## src/sv/gga_pkg.sv

```systemverilog
// shared types, constants and helper functions of the gga sentence parser
// no dependencies; used by every module of the block
`default_nettype none

package gga_pkg;

    // sentence framing characters
    localparam logic [7:0] CH_DOLLAR = 8'h24;
    localparam logic [7:0] CH_LF     = 8'h0A;
    localparam logic [7:0] CH_COMMA  = 8'h2C;
    localparam logic [7:0] CH_POINT  = 8'h2E;
    localparam logic [7:0] CH_ZERO   = 8'h30;
    localparam logic [7:0] CH_NINE   = 8'h39;
    localparam logic [7:0] CH_NOSIG  = 8'h78;

    // line limit and minute fraction precision
    localparam int GGA_MAX_LINE   = 1024;
    localparam int GGA_FRAC_DIGITS = 5;

    // tag "$GNGGA": length and the position code that marks a mismatch
    localparam logic [2:0] GGA_TAG_LEN  = 3'd6;
    localparam logic [2:0] GGA_TAG_FAIL = 3'd7;

    // field numbers of the sentence
    localparam logic [3:0] FLD_LAT      = 4'd2;
    localparam logic [3:0] FLD_LAT_HEMI = 4'd3;
    localparam logic [3:0] FLD_LON      = 4'd4;
    localparam logic [3:0] FLD_LON_HEMI = 4'd5;
    localparam logic [3:0] FLD_QUALITY  = 4'd6;
    localparam logic [3:0] FLD_SATS     = 4'd7;
    localparam logic [3:0] FLD_MAX      = 4'd15;
    localparam logic [3:0] CHAR_MAX     = 4'd15;
    localparam logic [2:0] COMMA_RUN_NOSIG = 3'd5;

    // degree digits per coordinate and accumulator caps
    localparam logic [3:0]  LAT_DEG_DIGITS = 4'd2;
    localparam logic [3:0]  LON_DEG_DIGITS = 4'd3;
    localparam logic [14:0] WHOLE_CAP      = 15'd20000;
    localparam logic [3:0]  QUALITY_CAP    = 4'd9;
    localparam logic [6:0]  SATS_CAP       = 7'd99;

    // field widths
    localparam int LAT_DEG_W = 7;
    localparam int LON_DEG_W = 10;
    localparam int WHOLE_W   = 15;
    localparam int FRAC_W    = 24;
    localparam int LAT_OUT_W = 30;
    localparam int LON_OUT_W = 31;
    localparam int LAT_LIMIT_DEG = 90;
    localparam int LON_LIMIT_DEG = 180;

    // conversion constants: 1e7 units, divide by 60 through reciprocals
    localparam int GGA_E7       = 10000000;
    localparam int RECIP_W_MUL  = 17477;
    localparam int RECIP_W_SHR  = 20;
    localparam int A_W          = 9;
    localparam int B_W          = 6;
    localparam int Y_W          = 30;
    localparam longint RECIP_Y_MUL = 64'd572662307;
    localparam int RECIP_Y_SHR  = 35;
    localparam int Q_W          = 25;

    // record queue depth
    localparam int GGA_QDEPTH = 4;

    // one parsed sentence, handed from front to back
    typedef struct packed {
        logic [LAT_DEG_W-1:0] lat_deg;
        logic [WHOLE_W-1:0]   lat_whole;
        logic [FRAC_W-1:0]    lat_frac;
        logic [LON_DEG_W-1:0] lon_deg;
        logic [WHOLE_W-1:0]   lon_whole;
        logic [FRAC_W-1:0]    lon_frac;
        logic [7:0]           lat_hemi;
        logic [7:0]           lon_hemi;
        logic [3:0]           quality;
        logic [6:0]           sats;
        logic                 no_sig;
    } gga_rec_t;

    // queue write from the front
    typedef struct packed {
        logic     en;
        gga_rec_t rec;
    } gga_push_t;

    // fields that ride along the conversion pipeline
    typedef struct packed {
        logic [7:0] lat_hemi;
        logic [7:0] lon_hemi;
        logic [3:0] quality;
        logic [6:0] sats;
        logic       no_sig;
    } gga_side_t;

    // expected tag character at a prefix position
    function automatic logic [7:0] gga_tag_char(input logic [2:0] pos);
        logic [7:0] c;
        unique case (pos)
            3'd0:    c = 8'h24;
            3'd1:    c = 8'h47;
            3'd2:    c = 8'h4E;
            3'd3:    c = 8'h47;
            3'd4:    c = 8'h47;
            3'd5:    c = 8'h41;
            default: c = 8'h00;
        endcase
        return c;
    endfunction

    // powers of ten up to 1e7
    function automatic logic [FRAC_W-1:0] gga_pow10(input logic [2:0] idx);
        logic [FRAC_W-1:0] p;
        unique case (idx)
            3'd0: p = 24'd1;
            3'd1: p = 24'd10;
            3'd2: p = 24'd100;
            3'd3: p = 24'd1000;
            3'd4: p = 24'd10000;
            3'd5: p = 24'd100000;
            3'd6: p = 24'd1000000;
            3'd7: p = 24'd10000000;
            default: p = 24'd1;
        endcase
        return p;
    endfunction

endpackage

`default_nettype wire

```

## src/sv/gga_front.sv

```systemverilog
// byte-level sentence tracker: framing, tag match, field digit accumulation
// depends on gga_pkg; pushes one record per accepted sentence into gga_queue
`default_nettype none

module gga_front #(
    parameter int MAX_LINE = gga_pkg::GGA_MAX_LINE
) (
    input  wire logic             clk,
    input  wire logic             rst_n,
    input  wire logic             take,
    input  wire logic [7:0]       rx_byte,
    output gga_pkg::gga_push_t    wr
);

    localparam int LEN_W = $clog2(MAX_LINE + 1);

    logic             in_sent_reg, in_sent_next;
    logic [2:0]       prefix_pos_reg, prefix_pos_next;
    logic             prefix_match_reg, prefix_match_next;
    logic [LEN_W-1:0] line_len_reg, line_len_next;
    logic [3:0]       field_num_reg, field_num_next;
    logic [3:0]       char_idx_reg, char_idx_next;
    logic [2:0]       comma_run_reg, comma_run_next;
    logic             empty_seen_reg, empty_seen_next;
    logic [2:0]       frac_cnt_reg, frac_cnt_next;
    logic             seen_point_reg, seen_point_next;
    gga_pkg::gga_rec_t acc_reg, acc_next;

    logic             is_digit;
    logic [3:0]       dval;
    logic [2:0]       prefix_inc;
    logic [2:0]       pow_idx;

    // saturating whole-minute step
    function automatic logic [gga_pkg::WHOLE_W-1:0] whole_step(
        input logic [gga_pkg::WHOLE_W-1:0] w,
        input logic [3:0] d
    );
        logic [17:0] v;
        v = 18'(w) * 18'd10 + 18'(d);
        return (v > 18'(gga_pkg::WHOLE_CAP)) ? gga_pkg::WHOLE_CAP
                                              : v[gga_pkg::WHOLE_W-1:0];
    endfunction

    // saturating decimal step, value kept in 7 bits
    function automatic logic [6:0] dec_step(
        input logic [6:0] acc,
        input logic [3:0] d,
        input logic [6:0] cap
    );
        logic [10:0] v;
        v = 11'(acc) * 11'd10 + 11'(d);
        return (v > 11'(cap)) ? cap : v[6:0];
    endfunction

    assign is_digit   = (rx_byte >= gga_pkg::CH_ZERO) && (rx_byte <= gga_pkg::CH_NINE);
    assign dval       = is_digit ? 4'(rx_byte - gga_pkg::CH_ZERO) : 4'd0;
    assign prefix_inc = prefix_pos_reg + 3'd1;
    assign pow_idx    = 3'(gga_pkg::GGA_FRAC_DIGITS - 1) - frac_cnt_reg;

    // state registers
    always_ff @(posedge clk or negedge rst_n)
    begin
        if (!rst_n)
        begin
            in_sent_reg      <= 1'b0;
            prefix_pos_reg   <= '0;
            prefix_match_reg <= 1'b0;
            line_len_reg     <= '0;
            field_num_reg    <= '0;
            char_idx_reg     <= '0;
            comma_run_reg    <= '0;
            empty_seen_reg   <= 1'b0;
            frac_cnt_reg     <= '0;
            seen_point_reg   <= 1'b0;
            acc_reg          <= '0;
        end
        else
        begin
            in_sent_reg      <= in_sent_next;
            prefix_pos_reg   <= prefix_pos_next;
            prefix_match_reg <= prefix_match_next;
            line_len_reg     <= line_len_next;
            field_num_reg    <= field_num_next;
            char_idx_reg     <= char_idx_next;
            comma_run_reg    <= comma_run_next;
            empty_seen_reg   <= empty_seen_next;
            frac_cnt_reg     <= frac_cnt_next;
            seen_point_reg   <= seen_point_next;
            acc_reg          <= acc_next;
        end
    end

    // per-item update
    always_comb
    begin
        in_sent_next      = in_sent_reg;
        prefix_pos_next   = prefix_pos_reg;
        prefix_match_next = prefix_match_reg;
        line_len_next     = line_len_reg;
        field_num_next    = field_num_reg;
        char_idx_next     = char_idx_reg;
        comma_run_next    = comma_run_reg;
        empty_seen_next   = empty_seen_reg;
        frac_cnt_next     = frac_cnt_reg;
        seen_point_next   = seen_point_reg;
        acc_next          = acc_reg;
        wr.en             = 1'b0;
        wr.rec            = acc_reg;
        wr.rec.no_sig     = empty_seen_reg;

        if (take)
        begin
            if (rx_byte == gga_pkg::CH_DOLLAR)
            begin
                // start of sentence, drops any sentence under way
                in_sent_next      = 1'b1;
                prefix_pos_next   = 3'd1;
                prefix_match_next = 1'b0;
                line_len_next     = LEN_W'(1);
                field_num_next    = '0;
                char_idx_next     = '0;
                comma_run_next    = '0;
                empty_seen_next   = 1'b0;
                frac_cnt_next     = '0;
                seen_point_next   = 1'b0;
                acc_next          = '0;
            end
            else if (in_sent_reg)
            begin
                if (line_len_reg >= LEN_W'(MAX_LINE))
                begin
                    // overlong line
                    in_sent_next = 1'b0;
                end
                else
                begin
                    line_len_next = line_len_reg + LEN_W'(1);
                    if (rx_byte == gga_pkg::CH_LF)
                    begin
                        in_sent_next = 1'b0;
                        wr.en        = prefix_match_reg;
                    end
                    else
                    begin
                        // tag match on the first six bytes
                        if ((line_len_reg <= LEN_W'(gga_pkg::GGA_TAG_LEN - 3'd1)) &&
                            (LEN_W'(prefix_pos_reg) == line_len_reg))
                        begin
                            if (rx_byte == gga_pkg::gga_tag_char(prefix_pos_reg))
                            begin
                                prefix_pos_next = prefix_inc;
                                if (prefix_inc == gga_pkg::GGA_TAG_LEN)
                                    prefix_match_next = 1'b1;
                            end
                            else
                            begin
                                prefix_pos_next = gga_pkg::GGA_TAG_FAIL;
                            end
                        end

                        if (rx_byte == gga_pkg::CH_COMMA)
                        begin
                            // field separator
                            if (comma_run_reg < gga_pkg::COMMA_RUN_NOSIG)
                                comma_run_next = comma_run_reg + 3'd1;
                            if (comma_run_next == gga_pkg::COMMA_RUN_NOSIG)
                                empty_seen_next = 1'b1;
                            if (field_num_reg < gga_pkg::FLD_MAX)
                                field_num_next = field_num_reg + 4'd1;
                            char_idx_next   = '0;
                            frac_cnt_next   = '0;
                            seen_point_next = 1'b0;
                        end
                        else
                        begin
                            comma_run_next = '0;
                            unique case (field_num_reg)
                                gga_pkg::FLD_LAT:
                                begin
                                    if (char_idx_reg < gga_pkg::LAT_DEG_DIGITS)
                                        acc_next.lat_deg = gga_pkg::LAT_DEG_W'(
                                            14'(acc_reg.lat_deg) * 14'd10 + 14'(dval));
                                    else if (rx_byte == gga_pkg::CH_POINT)
                                        seen_point_next = 1'b1;
                                    else if (is_digit && !seen_point_reg)
                                        acc_next.lat_whole = whole_step(acc_reg.lat_whole, dval);
                                    else if (is_digit &&
                                             (frac_cnt_reg < 3'(gga_pkg::GGA_FRAC_DIGITS)))
                                    begin
                                        acc_next.lat_frac = acc_reg.lat_frac +
                                            gga_pkg::FRAC_W'(dval) * gga_pkg::gga_pow10(pow_idx);
                                        frac_cnt_next = frac_cnt_reg + 3'd1;
                                    end
                                end
                                gga_pkg::FLD_LAT_HEMI:
                                begin
                                    if (char_idx_reg == 4'd0)
                                        acc_next.lat_hemi = rx_byte;
                                end
                                gga_pkg::FLD_LON:
                                begin
                                    if (char_idx_reg < gga_pkg::LON_DEG_DIGITS)
                                        acc_next.lon_deg = gga_pkg::LON_DEG_W'(
                                            14'(acc_reg.lon_deg) * 14'd10 + 14'(dval));
                                    else if (rx_byte == gga_pkg::CH_POINT)
                                        seen_point_next = 1'b1;
                                    else if (is_digit && !seen_point_reg)
                                        acc_next.lon_whole = whole_step(acc_reg.lon_whole, dval);
                                    else if (is_digit &&
                                             (frac_cnt_reg < 3'(gga_pkg::GGA_FRAC_DIGITS)))
                                    begin
                                        acc_next.lon_frac = acc_reg.lon_frac +
                                            gga_pkg::FRAC_W'(dval) * gga_pkg::gga_pow10(pow_idx);
                                        frac_cnt_next = frac_cnt_reg + 3'd1;
                                    end
                                end
                                gga_pkg::FLD_LON_HEMI:
                                begin
                                    if (char_idx_reg == 4'd0)
                                        acc_next.lon_hemi = rx_byte;
                                end
                                gga_pkg::FLD_QUALITY:
                                begin
                                    if (is_digit)
                                        acc_next.quality = 4'(dec_step(7'(acc_reg.quality), dval,
                                                                       7'(gga_pkg::QUALITY_CAP)));
                                end
                                gga_pkg::FLD_SATS:
                                begin
                                    if (is_digit)
                                        acc_next.sats = dec_step(acc_reg.sats, dval,
                                                                 gga_pkg::SATS_CAP);
                                end
                                default:
                                begin
                                end
                            endcase
                            if (char_idx_reg < gga_pkg::CHAR_MAX)
                                char_idx_next = char_idx_reg + 4'd1;
                        end
                    end
                end
            end
        end
    end

`ifndef SYNTH
    // a matched tag always sits at the end of the tag
    a_match_pos: assert property (@(posedge clk) disable iff (!rst_n)
        prefix_match_reg |-> (prefix_pos_reg == gga_pkg::GGA_TAG_LEN))
        else $error("tag matched with prefix position off the tag end");

    // a record only leaves at a line end of a tracked sentence
    a_push_lf: assert property (@(posedge clk) disable iff (!rst_n)
        wr.en |-> (take && in_sent_reg && (rx_byte == gga_pkg::CH_LF)))
        else $error("record pushed outside a line end");
`endif

endmodule

`default_nettype wire

```

## src/sv/gga_queue.sv

```systemverilog
// short record queue between the byte front and the conversion back
// depends on gga_pkg for the record type and depth
`default_nettype none

module gga_queue (
    input  wire logic               clk,
    input  wire logic               rst_n,
    input  gga_pkg::gga_push_t      wr,
    output logic                    full,
    input  wire logic               rd_en,
    output logic                    rd_valid,
    output gga_pkg::gga_rec_t       rd_data
);

    localparam int DEPTH = gga_pkg::GGA_QDEPTH;
    localparam int PTR_W = $clog2(DEPTH);
    localparam int CNT_W = $clog2(DEPTH + 1);

    gga_pkg::gga_rec_t slot_reg [DEPTH];
    logic [PTR_W-1:0]  wr_ptr_reg, rd_ptr_reg;
    logic [CNT_W-1:0]  cnt_reg;
    logic              do_wr, do_rd;

    assign full     = (cnt_reg == CNT_W'(DEPTH));
    assign rd_valid = (cnt_reg != '0);
    assign rd_data  = slot_reg[rd_ptr_reg];
    assign do_wr    = wr.en;
    assign do_rd    = rd_en && rd_valid;

    // storage
    always_ff @(posedge clk)
    begin
        if (do_wr)
            slot_reg[wr_ptr_reg] <= wr.rec;
    end

    // pointers and fill count
    always_ff @(posedge clk or negedge rst_n)
    begin
        if (!rst_n)
        begin
            wr_ptr_reg <= '0;
            rd_ptr_reg <= '0;
            cnt_reg    <= '0;
        end
        else
        begin
            if (do_wr)
                wr_ptr_reg <= (wr_ptr_reg == PTR_W'(DEPTH - 1)) ? '0 : wr_ptr_reg + PTR_W'(1);
            if (do_rd)
                rd_ptr_reg <= (rd_ptr_reg == PTR_W'(DEPTH - 1)) ? '0 : rd_ptr_reg + PTR_W'(1);
            if (do_wr && !do_rd)
                cnt_reg <= cnt_reg + CNT_W'(1);
            else if (do_rd && !do_wr)
                cnt_reg <= cnt_reg - CNT_W'(1);
        end
    end

`ifndef SYNTH
    // the front never writes into a full queue
    a_no_overflow: assert property (@(posedge clk) disable iff (!rst_n)
        wr.en |-> !full)
        else $error("record written into full queue");
`endif

endmodule

`default_nettype wire

```

## src/sv/gga_conv.sv

```systemverilog
// five-stage conversion of degrees plus minutes into 1e-7 degree units, clamped
// depends on gga_pkg; instantiated by gga_back for latitude and longitude
`default_nettype none

module gga_conv #(
    parameter int DEG_W     = gga_pkg::LAT_DEG_W,
    parameter int OUT_W     = gga_pkg::LAT_OUT_W,
    parameter int LIMIT_DEG = gga_pkg::LAT_LIMIT_DEG
) (
    input  wire logic                        clk,
    input  wire logic                        adv,
    input  wire logic [DEG_W-1:0]            deg,
    input  wire logic [gga_pkg::WHOLE_W-1:0] whole,
    input  wire logic [gga_pkg::FRAC_W-1:0]  frac,
    output logic [OUT_W-1:0]                 value
);

    localparam int WHOLE_W    = gga_pkg::WHOLE_W;
    localparam int FRAC_W     = gga_pkg::FRAC_W;
    localparam int PA_W       = 2 * WHOLE_W;
    localparam int S_W        = DEG_W + 2;
    localparam int PQ_W       = 2 * gga_pkg::Y_W;
    localparam int FRAC_SCALE = 10 ** (7 - gga_pkg::GGA_FRAC_DIGITS);
    localparam logic [OUT_W-1:0] LIMIT = OUT_W'(longint'(LIMIT_DEG) * gga_pkg::GGA_E7);

    // stage 1: whole minutes times reciprocal of 60
    logic [WHOLE_W-1:0] whole1_reg;
    logic [FRAC_W-1:0]  frac1_reg;
    logic [DEG_W-1:0]   deg1_reg;
    logic [PA_W-1:0]    prod_a_reg;
    // stage 2: whole degrees from minutes and leftover minutes
    logic [gga_pkg::A_W-1:0] a2_reg, a2_next;
    logic [gga_pkg::B_W-1:0] b2_reg, b2_next;
    logic [FRAC_W-1:0]  frac2_reg;
    logic [DEG_W-1:0]   deg2_reg;
    // stage 3: leftover in 1e-7 minute units and degree sum
    logic [gga_pkg::Y_W-1:0] y3_reg;
    logic [S_W-1:0]     s3_reg;
    // stage 4: leftover times reciprocal of 60
    logic [PQ_W-1:0]    prod_q_reg;
    logic [S_W-1:0]     s4_reg;
    // stage 5: sum and clamp
    logic [OUT_W-1:0]   value_reg, value_next;

    logic [gga_pkg::Q_W-1:0] q5;
    logic [32:0]        sum5;

    assign a2_next = prod_a_reg[gga_pkg::RECIP_W_SHR +: gga_pkg::A_W];
    assign b2_next = gga_pkg::B_W'(whole1_reg - WHOLE_W'(16'(a2_next) * 16'd60));
    assign q5      = prod_q_reg[gga_pkg::RECIP_Y_SHR +: gga_pkg::Q_W];
    assign sum5    = 33'(s4_reg) * 33'(gga_pkg::GGA_E7) + 33'(q5);

    // clamp to the degree limit
    always_comb
    begin
        if (s4_reg >= S_W'(LIMIT_DEG))
            value_next = LIMIT;
        else if (sum5 > 33'(LIMIT))
            value_next = LIMIT;
        else
            value_next = sum5[OUT_W-1:0];
    end

    // pipeline stages, all moving together
    always_ff @(posedge clk)
    begin
        if (adv)
        begin
            whole1_reg <= whole;
            frac1_reg  <= frac;
            deg1_reg   <= deg;
            prod_a_reg <= PA_W'(whole) * PA_W'(gga_pkg::RECIP_W_MUL);

            a2_reg     <= a2_next;
            b2_reg     <= b2_next;
            frac2_reg  <= frac1_reg;
            deg2_reg   <= deg1_reg;

            y3_reg     <= gga_pkg::Y_W'(gga_pkg::Y_W'(b2_reg) * gga_pkg::Y_W'(gga_pkg::GGA_E7)
                          + gga_pkg::Y_W'(frac2_reg) * gga_pkg::Y_W'(FRAC_SCALE));
            s3_reg     <= S_W'(deg2_reg) + S_W'(a2_reg);

            prod_q_reg <= PQ_W'(y3_reg) * PQ_W'(gga_pkg::RECIP_Y_MUL);
            s4_reg     <= s3_reg;

            value_reg  <= value_next;
        end
    end

    assign value = value_reg;

endmodule

`default_nettype wire

```

## src/sv/gga_back.sv

```systemverilog
// back end: pulls records from the queue, converts both coordinates, holds the result
// depends on gga_pkg and gga_conv
`default_nettype none

module gga_back (
    input  wire logic                            clk,
    input  wire logic                            rst_n,
    input  wire logic                            rd_valid,
    input  gga_pkg::gga_rec_t                    rd_data,
    output logic                                 rd_en,
    output logic                                 empty,
    input  wire logic                            pop,
    output logic [gga_pkg::LAT_OUT_W-1:0]        latitude_e7,
    output logic [gga_pkg::LON_OUT_W-1:0]        longitude_e7,
    output logic [7:0]                           lat_hemisphere,
    output logic [7:0]                           lon_hemisphere,
    output logic [3:0]                           fix_quality,
    output logic [6:0]                           satellite_count,
    output logic                                 no_signal
);

    localparam int STAGES = 5;

    logic [STAGES-1:0]  valid_reg;
    gga_pkg::gga_side_t side_reg [STAGES];
    gga_pkg::gga_side_t side_in;
    gga_pkg::gga_side_t side_out;
    logic               adv;
    logic [gga_pkg::LAT_OUT_W-1:0] lat_raw;
    logic [gga_pkg::LON_OUT_W-1:0] lon_raw;

    // whole pipeline moves unless a finished result is held
    assign adv   = !valid_reg[STAGES-1] || pop;
    assign rd_en = adv && rd_valid;

    assign side_in.lat_hemi = rd_data.lat_hemi;
    assign side_in.lon_hemi = rd_data.lon_hemi;
    assign side_in.quality  = rd_data.quality;
    assign side_in.sats     = rd_data.sats;
    assign side_in.no_sig   = rd_data.no_sig;

    // valid bits
    always_ff @(posedge clk or negedge rst_n)
    begin
        if (!rst_n)
            valid_reg <= '0;
        else if (adv)
            valid_reg <= {valid_reg[STAGES-2:0], rd_valid};
    end

    // side fields follow the conversion
    always_ff @(posedge clk)
    begin
        if (adv)
        begin
            side_reg[0] <= side_in;
            for (int i = 1; i < STAGES; i++)
                side_reg[i] <= side_reg[i-1];
        end
    end

    gga_conv #(
        .DEG_W     (gga_pkg::LAT_DEG_W),
        .OUT_W     (gga_pkg::LAT_OUT_W),
        .LIMIT_DEG (gga_pkg::LAT_LIMIT_DEG)
    ) u_lat (
        .clk   (clk),
        .adv   (adv),
        .deg   (rd_data.lat_deg),
        .whole (rd_data.lat_whole),
        .frac  (rd_data.lat_frac),
        .value (lat_raw)
    );

    gga_conv #(
        .DEG_W     (gga_pkg::LON_DEG_W),
        .OUT_W     (gga_pkg::LON_OUT_W),
        .LIMIT_DEG (gga_pkg::LON_LIMIT_DEG)
    ) u_lon (
        .clk   (clk),
        .adv   (adv),
        .deg   (rd_data.lon_deg),
        .whole (rd_data.lon_whole),
        .frac  (rd_data.lon_frac),
        .value (lon_raw)
    );

    // result, forced when there is no signal
    assign side_out        = side_reg[STAGES-1];
    assign empty           = !valid_reg[STAGES-1];
    assign no_signal       = side_out.no_sig;
    assign latitude_e7     = side_out.no_sig ? '0 : lat_raw;
    assign longitude_e7    = side_out.no_sig ? '0 : lon_raw;
    assign lat_hemisphere  = side_out.no_sig ? gga_pkg::CH_NOSIG : side_out.lat_hemi;
    assign lon_hemisphere  = side_out.no_sig ? gga_pkg::CH_NOSIG : side_out.lon_hemi;
    assign fix_quality     = side_out.no_sig ? 4'd0 : side_out.quality;
    assign satellite_count = side_out.no_sig ? 7'd0 : side_out.sats;

`ifndef SYNTH
    // clamped magnitudes
    a_lat_clamp: assert property (@(posedge clk) disable iff (!rst_n)
        !empty |-> (latitude_e7 <= gga_pkg::LAT_OUT_W'(900000000)))
        else $error("latitude above 90 degrees");

    a_lon_clamp: assert property (@(posedge clk) disable iff (!rst_n)
        !empty |-> (longitude_e7 <= gga_pkg::LON_OUT_W'(1800000000)))
        else $error("longitude above 180 degrees");

    // a new result only appears when the pipeline moved
    a_rise_adv: assert property (@(posedge clk) disable iff (!rst_n)
        $fell(empty) |-> $past(adv))
        else $error("result appeared without pipeline advance");
`endif

endmodule

`default_nettype wire

```

## src/sv/nmea_gga_position_parser.sv

```systemverilog
// GGA position sentence parser, top level: front, record queue, conversion back
// depends on gga_pkg, gga_front, gga_queue, gga_back
//
//   channel   direction   handshake         fields
//   input     in          push / full       rx_byte
//   result    out         empty / pop       latitude_e7, longitude_e7, lat_hemisphere,
//                                           lon_hemisphere, fix_quality, satellite_count,
//                                           no_signal
//
// one byte is taken per cycle while full is low; each byte updates the sentence tracker in that cycle
// a line end of a matched sentence queues one record (queue of four records)
// a record leaves the queue into the conversion pipeline and reaches the result ports
// through its registers and the two divide-by-60 reciprocal multiplications
// full follows only the record queue; a held result stalls the conversion pipeline
// asynchronous reset clears all control state; no clearing pass is needed
`default_nettype none

module nmea_gga_position_parser #(
    parameter int MAX_LINE = gga_pkg::GGA_MAX_LINE
) (
    input  wire logic                              clk,
    input  wire logic                              rst_n,
    input  wire logic                              push,
    output logic                                   full,
    input  wire logic [7:0]                        rx_byte,
    output logic                                   empty,
    input  wire logic                              pop,
    output logic [gga_pkg::LAT_OUT_W-1:0]          latitude_e7,
    output logic [gga_pkg::LON_OUT_W-1:0]          longitude_e7,
    output logic [7:0]                             lat_hemisphere,
    output logic [7:0]                             lon_hemisphere,
    output logic [3:0]                             fix_quality,
    output logic [6:0]                             satellite_count,
    output logic                                   no_signal
);

    gga_pkg::gga_push_t wr;
    gga_pkg::gga_rec_t  rd_data;
    logic               rd_valid;
    logic               rd_en;
    logic               take;

    // item accepted
    assign take = push && !full;

    gga_front #(
        .MAX_LINE (MAX_LINE)
    ) u_front (
        .clk     (clk),
        .rst_n   (rst_n),
        .take    (take),
        .rx_byte (rx_byte),
        .wr      (wr)
    );

    gga_queue u_queue (
        .clk      (clk),
        .rst_n    (rst_n),
        .wr       (wr),
        .full     (full),
        .rd_en    (rd_en),
        .rd_valid (rd_valid),
        .rd_data  (rd_data)
    );

    gga_back u_back (
        .clk             (clk),
        .rst_n           (rst_n),
        .rd_valid        (rd_valid),
        .rd_data         (rd_data),
        .rd_en           (rd_en),
        .empty           (empty),
        .pop             (pop),
        .latitude_e7     (latitude_e7),
        .longitude_e7    (longitude_e7),
        .lat_hemisphere  (lat_hemisphere),
        .lon_hemisphere  (lon_hemisphere),
        .fix_quality     (fix_quality),
        .satellite_count (satellite_count),
        .no_signal       (no_signal)
    );

endmodule

`default_nettype wire
```

## config.mk

```make
export PLATFORM = sky130hd
export DESIGN_NAME = nmea_gga_position_parser
export DESIGN_NICKNAME = d
export VERILOG_FILES = /design/src/sv/gga_pkg.sv /design/src/sv/gga_front.sv /design/src/sv/gga_queue.sv /design/src/sv/gga_conv.sv /design/src/sv/gga_back.sv /design/src/sv/nmea_gga_position_parser.sv
export SDC_FILE = /design/constraint.sdc
export NUM_CORES = 2
export LEC_CHECK = 0
export BUFFER_PORTS_ARGS = -buffer_cell sky130_fd_sc_hd__buf_2
export CORE_MARGIN = 3
export CORE_UTILIZATION = 55
export DETAILED_ROUTE_END_ITERATION = 16
export GPL_TIMING_DRIVEN = 0
export PLACE_DENSITY = 0.72
export SLEW_MARGIN = 25
export SYNTH_ARGS = -nofsm -noshare
export SYNTH_HDL_FRONTEND = slang
export SYNTH_SLANG_ARGS = --single-unit
export TNS_END_PERCENT = 1
```

## constraint.sdc

```tcl
create_clock -name clk -period 30.5 [get_ports clk]
set_input_delay 4.575 -clock clk [delete_from_list [all_inputs] [get_ports clk]]
set_output_delay 4.575 -clock clk [all_outputs]
set_load 0.03 [all_outputs]
```

* After elaboration in Yosys (flattened, before gate mapping)
Memory sizes are Yosys's and may differ from the RTL's.
Index checks and enable logic that the tools add are counted.
** Cells by class
- Add/subtract/negate cells :: 28
- $mul :: 20
- Magnitude comparators :: 18
- Eq/ne operators :: 31
- Multiplexer cells :: 149
- Reductions and logical operators :: 61
** Operator list (count)
- 2-to-1 mux 24 bit :: 26
- 2-to-1 mux 122 bit :: 5
- 2-to-1 mux 39 bit :: 4
- multiplier 30 x 30 -> 60 bit, second input constant :: 2
- 2-to-1 mux 3 bit :: 30
- 2-to-1 mux 8 bit :: 11
- 2-to-1 mux 4 bit :: 17
- adder 33 x 25 -> 33 bit :: 2
- adder 30 bit :: 2
- 2-to-1 mux 15 bit :: 4
- multiplier 15 x 15 -> 29 bit, second input constant :: 2
- multiplier 24 x 5 -> 28 bit, second input constant :: 2
- AND reduction 7 bit :: 8
- 2-to-1 mux 49 bit :: 1
- adder 24 bit :: 2
- multiplier 4 x 24 -> 24 bit :: 2
- multiplier 6 x 17 -> 23 bit, second input constant :: 2
- 2-to-1 mux 46 bit :: 1
- nonzero test 2 bit :: 20
- adder 18 x 4 -> 18 bit :: 2
- greater-than comparator 18 x 15 -> 1 bit, second input constant :: 2
- 2-to-1 mux 7 bit :: 5
- multiplier 15 x 3 -> 17 bit, second input constant :: 2
- 2-to-1 mux 1 bit :: 34
- 69 further kinds :: 119
** Word-level totals
- Bits in registers :: 679
- Memory bits (writable) :: 632
- ROM bits :: 336
- Word-level logic and storage cells :: 361
- Memories kept :: 4
** Memory list
- u_queue.slot_reg :: depth 4, width 123, rd ports 1, clocked after memory_dff 0, wr ports 1, line gga_queue.sv:19 : gga_pkg::gga_rec_t slot_reg [DEPTH];
- (name not given) :: depth 8, width 21, rd ports 1, clocked after memory_dff 0, wr ports 0, line gga_pkg.sv:114 : unique case (idx)
- (name not given) :: depth 8, width 21, rd ports 1, clocked after memory_dff 0, wr ports 0, line gga_pkg.sv:114
- u_back.side_reg :: depth 5, width 28, rd ports 5, clocked after memory_dff 0, wr ports 5, line gga_back.sv:25 : gga_pkg::gga_side_t side_reg [STAGES];

* Longest topological paths before layout
- Depth in word-level cells :: 26
- Mapped depth :: 31

* By module
Synthesis repeated with hierarchy kept, for this count alone.
** Unflattened totals
- Cells, all modules :: 7679
- Area total of the unflattened synthesis :: 90631.9 µm²
** Modules (own cells, without submodules)
- gga_conv at u_back.u_lon :: times used 1, cells an instance 2506, area an instance 26371.5 µm², sequential area each 6125.9 µm²
- gga_conv at u_back.u_lat :: times used 1, cells an instance 2420, area an instance 25276.7 µm², sequential area each 5795.6 µm²
- gga_queue :: times used 1, cells an instance 680, area an instance 18137.4 µm², sequential area each 14949.3 µm²
- gga_front :: times used 1, cells an instance 1821, area an instance 15801.4 µm², sequential area each 3853.7 µm²
- gga_back :: times used 1, cells an instance 251, area an instance 5031.1 µm², sequential area each 4329.2 µm²
- nmea_gga_position_parser :: times used 1, cells an instance 1, area an instance 13.8 µm², sequential area each 0.0 µm²

* Worst setup path after synthesis
OpenSTA, ideal clock, no wires.
- Path kind :: input port to flip-flop
- Start point :: input pop
- End point :: register u_queue.cnt_reg[1]
- Library setup time :: 0.125 ns
- Arrival time :: 21.743 ns
- Required time :: 30.375 ns
- Setup slack :: 8.633 ns
- Stages :: 8
- Buffers on the path :: 1
- Cell sequence :: nand2b_1 > clkbuf_1 > o31a_1 > inv_1 > ha_1 > inv_1 > fa_1 > mux2_2
** Between the ends
- Cells in the longest elaborated chain, start to end :: 6
** Ends and longest elaborated chain
- start, declared :: line nmea_gga_position_parser.sv:27 : input wire logic pop,
- logical OR 1 bit (*) :: line gga_back.sv:33 : assign adv = !valid_reg[STAGES-1] || pop;
- logical AND 1 bit (*) :: line gga_back.sv:34 : assign rd_en = adv && rd_valid;
- logical AND 1 bit (*) :: line gga_queue.sv:28 : assign do_rd = rd_en && rd_valid;
- logical NOT 1 bit :: line gga_queue.sv:52 : if (do_wr && !do_rd)
- logical AND 1 bit :: line gga_queue.sv:52
- 2-to-1 mux 3 bit / nonzero test 2 bit (equally long branches)
- end signal, assigned :: line gga_queue.sv:53 : cnt_reg <= cnt_reg + CNT_W'(1);
- end signal, assigned :: line gga_queue.sv:55 : cnt_reg <= cnt_reg - CNT_W'(1);
- end, declared :: line gga_queue.sv:21 : logic [CNT_W-1:0] cnt_reg;
Mark *: on every way between the ends. The rest lies on a longest branch, timed or not.
A chain may end at the register's enable or synchronous reset.

* Worst setup path in the final report
- Start point :: input rx_byte[1]
- End point :: register u_front.acc_reg, in the netlist u_front.wr[51]
** Between the ends
- Cells in the longest elaborated chain, start to end :: 15
** Ends and longest elaborated chain
- start, declared :: line nmea_gga_position_parser.sv:25 : input wire logic [7:0] rx_byte,
- >= comparator 8 x 6 -> 1 bit / <= comparator 8 x 6 -> 1 bit (equally long branches) :: line gga_front.sv:56 : assign is_digit = (rx_byte >= gga_pkg::CH_ZERO) && (rx_byte <= gga_pkg::CH_NINE);
- logical AND 1 bit :: line gga_front.sv:56
- 2-to-1 mux 4 bit :: line gga_front.sv:57 : assign dval = is_digit ? 4'(rx_byte - gga_pkg::CH_ZERO) : 4'd0;
- multiplier 4 x 24 -> 24 bit :: line gga_front.sv:214 : gga_pkg::FRAC_W'(dval) * gga_pkg::gga_pow10(pow_idx);
- adder 24 bit :: line gga_front.sv:213 : acc_next.lon_frac = acc_reg.lon_frac +
- 2-to-1 mux 24 bit :: line gga_front.sv:210 : else if (is_digit &&
- 2-to-1 mux 24 bit :: line gga_front.sv:208 : else if (is_digit && !seen_point_reg)
- 2-to-1 mux 39 bit :: line gga_front.sv:206 : else if (rx_byte == gga_pkg::CH_POINT)
- 2-to-1 mux 39 bit :: line gga_front.sv:203 : if (char_idx_reg < gga_pkg::LON_DEG_DIGITS)
- 2-to-1 mux 49 bit :: line gga_front.sv:178 : unique case (field_num_reg)
- 2-to-1 mux 122 bit :: line gga_front.sv:162 : if (rx_byte == gga_pkg::CH_COMMA)
- 2-to-1 mux 122 bit :: line gga_front.sv:139 : if (rx_byte == gga_pkg::CH_LF)
- 2-to-1 mux 122 bit :: line gga_front.sv:131 : if (line_len_reg >= LEN_W'(MAX_LINE))
- 2-to-1 mux 122 bit :: line gga_front.sv:129 : else if (in_sent_reg)
- 2-to-1 mux 122 bit :: line gga_front.sv:114 : if (rx_byte == gga_pkg::CH_DOLLAR)
- end signal, assigned :: line gga_front.sv:90 : acc_reg <= acc_next;
- end, declared :: line gga_front.sv:27 : gga_pkg::gga_rec_t acc_reg, acc_next;
Parallel ways exist; a longest one is shown, timed or not. The select of a mux whose other input is x is not followed.

==> summary.txt <==
Die W - 408.5 µm
#FFs+latches synth - 1195
IO Port Bufs - 102
Synth Area per Inst - 11.97 µm²
post-CTS setup buffers - 0
Yosys warning count - 0
Max Slew Vio Count - 0
Post-CTS Resized - 0
Clock Latency Late Sink - 0.77 ns
CTS tree - built
reg2reg path depth - 26
Fmax - 0.08715 GHz
Final period util - 0.3762
number of H-tree levels - 3
largest net degree at the start of global routing - 81
Antenna Violating Nets Remaining - 0
DR DRC count - 0
Critical Path Slowest Stage Cell - o41ai_1
Post-synth ARST share - 0.1389
Post-synth EDFFs - 1029
DRT iter0 DRCs - 3550
initial antenna violation count - 8
Clock Path Buffers - 3
Total Routed Length - 184.3 mm
# setup viols final - 0
Setup crit start kind - primary input
synthesized area - 0.08908 mm²
R2R setup slack - 21.75 ns
Layout area overhead - 9.378%
Final GP Congestion - 0.9198
Yosys cell types - 103
crit end category - flip-flop
Starting Density - 0.5541
Die Height - 408.5 µm
MaxCap Viol Count - 0
kind of critical path - primary input to flip-flop
first-pass GRT wire length - 301.0 mm
Main synth FF type - edfxtp_1
layout cells sized above 1 - 0.07471
hpwl dp - 143.0 mm
GRT Overall Usage - 0.2249
vias in the first global route - 57200
Clk pin slew, worst setup/hold paths - 0.06 ns
core area - 0.1608 mm²
grt ovf - 0
slowest stage delay, CP - 0.86 ns
cell mode on critical path - fa_1
CTS buffer count - 121
sequential element share of the synthesized area - 0.3935
DR vias - 55420
worst endpoint data arrival time - 12.16 ns
setup_tns - 0 ns
cts hold-fix bufs - 0
Hold Vio Cnt, Final - 0
worst slew pin tran - 1.081 ns
Root Driver - clkbuf_16
Ports - 103
drt wl/cell - 18.49 µm
Min-Delay Path Depth - 0
critical path peak fanout - 11
CP Data Required Time - 31.18 ns
Max Clock Skew - 0.07399 ns
Row Count - 147
worst hold-check path type - flip-flop to flip-flop
Die ar. - 0.1668 mm²
Synth Instances - 7444
RSZ-0062 raised after global routing - false
nets@finish - 9703
max reg flops - 492
outcome - finished, final reports clean
clk sink count - 1195
Syn Nets - 9449
Final min period - 11.48 ns
drt pass-1 iters - 6
vias per std cell - 5.561
Slew Limit Headroom - 0.2796
-- per-layer routing --
metal	share of wire	vias to the layer above	global-route usage
li1	-	26570	-
met1	0.44	27300	0.3087
met2	0.48	1299	0.3804
met3	0.051	257	0.03023
met4	0.024	2	0.05428
met5	0.00011	-	0
-- critical path, delay by kind of cell --
| family | cells | cell delay [ns] |
|---|---|---|
| buffers and inverters | 5 | 1.33 |
| muxes | 1 | 0.17 |
| and+or+nand+nor | 8 | 2.25 |
| AOI/OAI and AO/OA | 7 | 1.85 |
| adders and majority gates | 4 | 1.97 |
-- cell usage after synthesis, types with 114 or more instances --
cell	number	area, µm²
nor2_1	254	953.4
nand2_1	302	1134
dfrtp_1	166	4154
a21o_1	114	855.8
ha_1	1461	18280
xnor2_1	254	2225
a21oi_1	283	1416
mux4_2	123	2770
edfxtp_1	1029	30900
xor2_1	134	1174
o21ai_0	204	1021
nor2b_1	143	894.6
inv_1	1340	5030
fa_1	532	10650
-- final cells by class --
type	instances	area (µm²)
flip-flops and latches	1195	35050
clock inverters	79	1191
multi-input cells	4814	48630
plain buffers	95	400.4
diodes	3	7.507
well taps	2160	2703
fillers	12580	63320
clock buffers	149	3213
inverters	1340	5030
repair buffers	131	1202
-- layout by cell type (no fill, tap or decap), types with 17 or more instances in the layout --
master / n
fa_1: 532
a21boi_0: 17
mux4_2: 123
nand4_1: 34
xor2_1: 134
nor3_1: 103
bufinv_16: 23
o21a_1: 52
clkinv_2: 17
mux2_2: 19
clkbuf_16: 121
o21ai_0: 204
nand2_1: 302
edfxtp_1: 1029
a31oi_1: 29
and2_1: 35
a21oi_1: 283
ha_1: 1461
buf_2: 110
and3_1: 56
a21o_1: 114
or2_2: 30
or3_1: 41
nand2b_1: 57
nor4_1: 20
o31ai_1: 43
buf_16: 17
nand3_1: 103
nor2b_1: 143
o21bai_1: 33
nor2_1: 254
xnor2_1: 254
dfrtp_1: 166
a211oi_1: 29
a22o_1: 18
clkbuf_1: 80
o211ai_1: 27
inv_1: 1340
-- cells by family after synthesis --
logic type | count (synthesis) | share of synthesized area
multiplexers | 151 | 0.03451
AO/OA/AOI/OAI | 1027 | 0.07649
adder cells (fa/ha/maj) | 1993 | 0.3248
buffers and inverters | 1435 | 0.06072
XOR/XNOR | 389 | 0.03840
AND/OR/NAND/NOR | 1254 | 0.07161
flip-flops | 1195 | 0.3935
-- stage by stage --
stage	hold slack [ns]	instances	setup slack (ns)	instance area, µm²	util
global placement	0.4008	9706	2.549	92290	0.5741
floorplan	0.4003	7444	8.633	89080	-
global route	0.3908	9963	18.72	97430	0.6061
detailed placement	0.4045	9733	18.56	93000	0.5785
CTS	0.3784	9961	19.22	97400	0.6059
finish	0.3735	9966	19.03	97430	0.6061
-- final timing paths --
kind	startpoint	end
max	rx_byte[1]	u_front.wr[51]$_DFFE_PN0P_
min	u_back.side_reg[0][52]$_DFFE_PN_	u_back.side_reg[0][80]$_DFFE_PN_
max reg2reg	u_queue.rd_ptr_reg[1]$_DFFE_PN0P_	u_back.u_lat.prod_a_reg[28]$_DFFE_PN_
min reg2reg	u_back.side_reg[0][52]$_DFFE_PN_	u_back.side_reg[0][80]$_DFFE_PN_
max in group asynchronous	rst_n	u_front.wr[36]$_DFFE_PN0P_
min in group asynchronous	rst_n	u_front.wr[12]$_DFFE_PN0P_
Power is not shown: default switching activity piles up to over one toggle a cycle in this logic, so the estimate is an artifact.
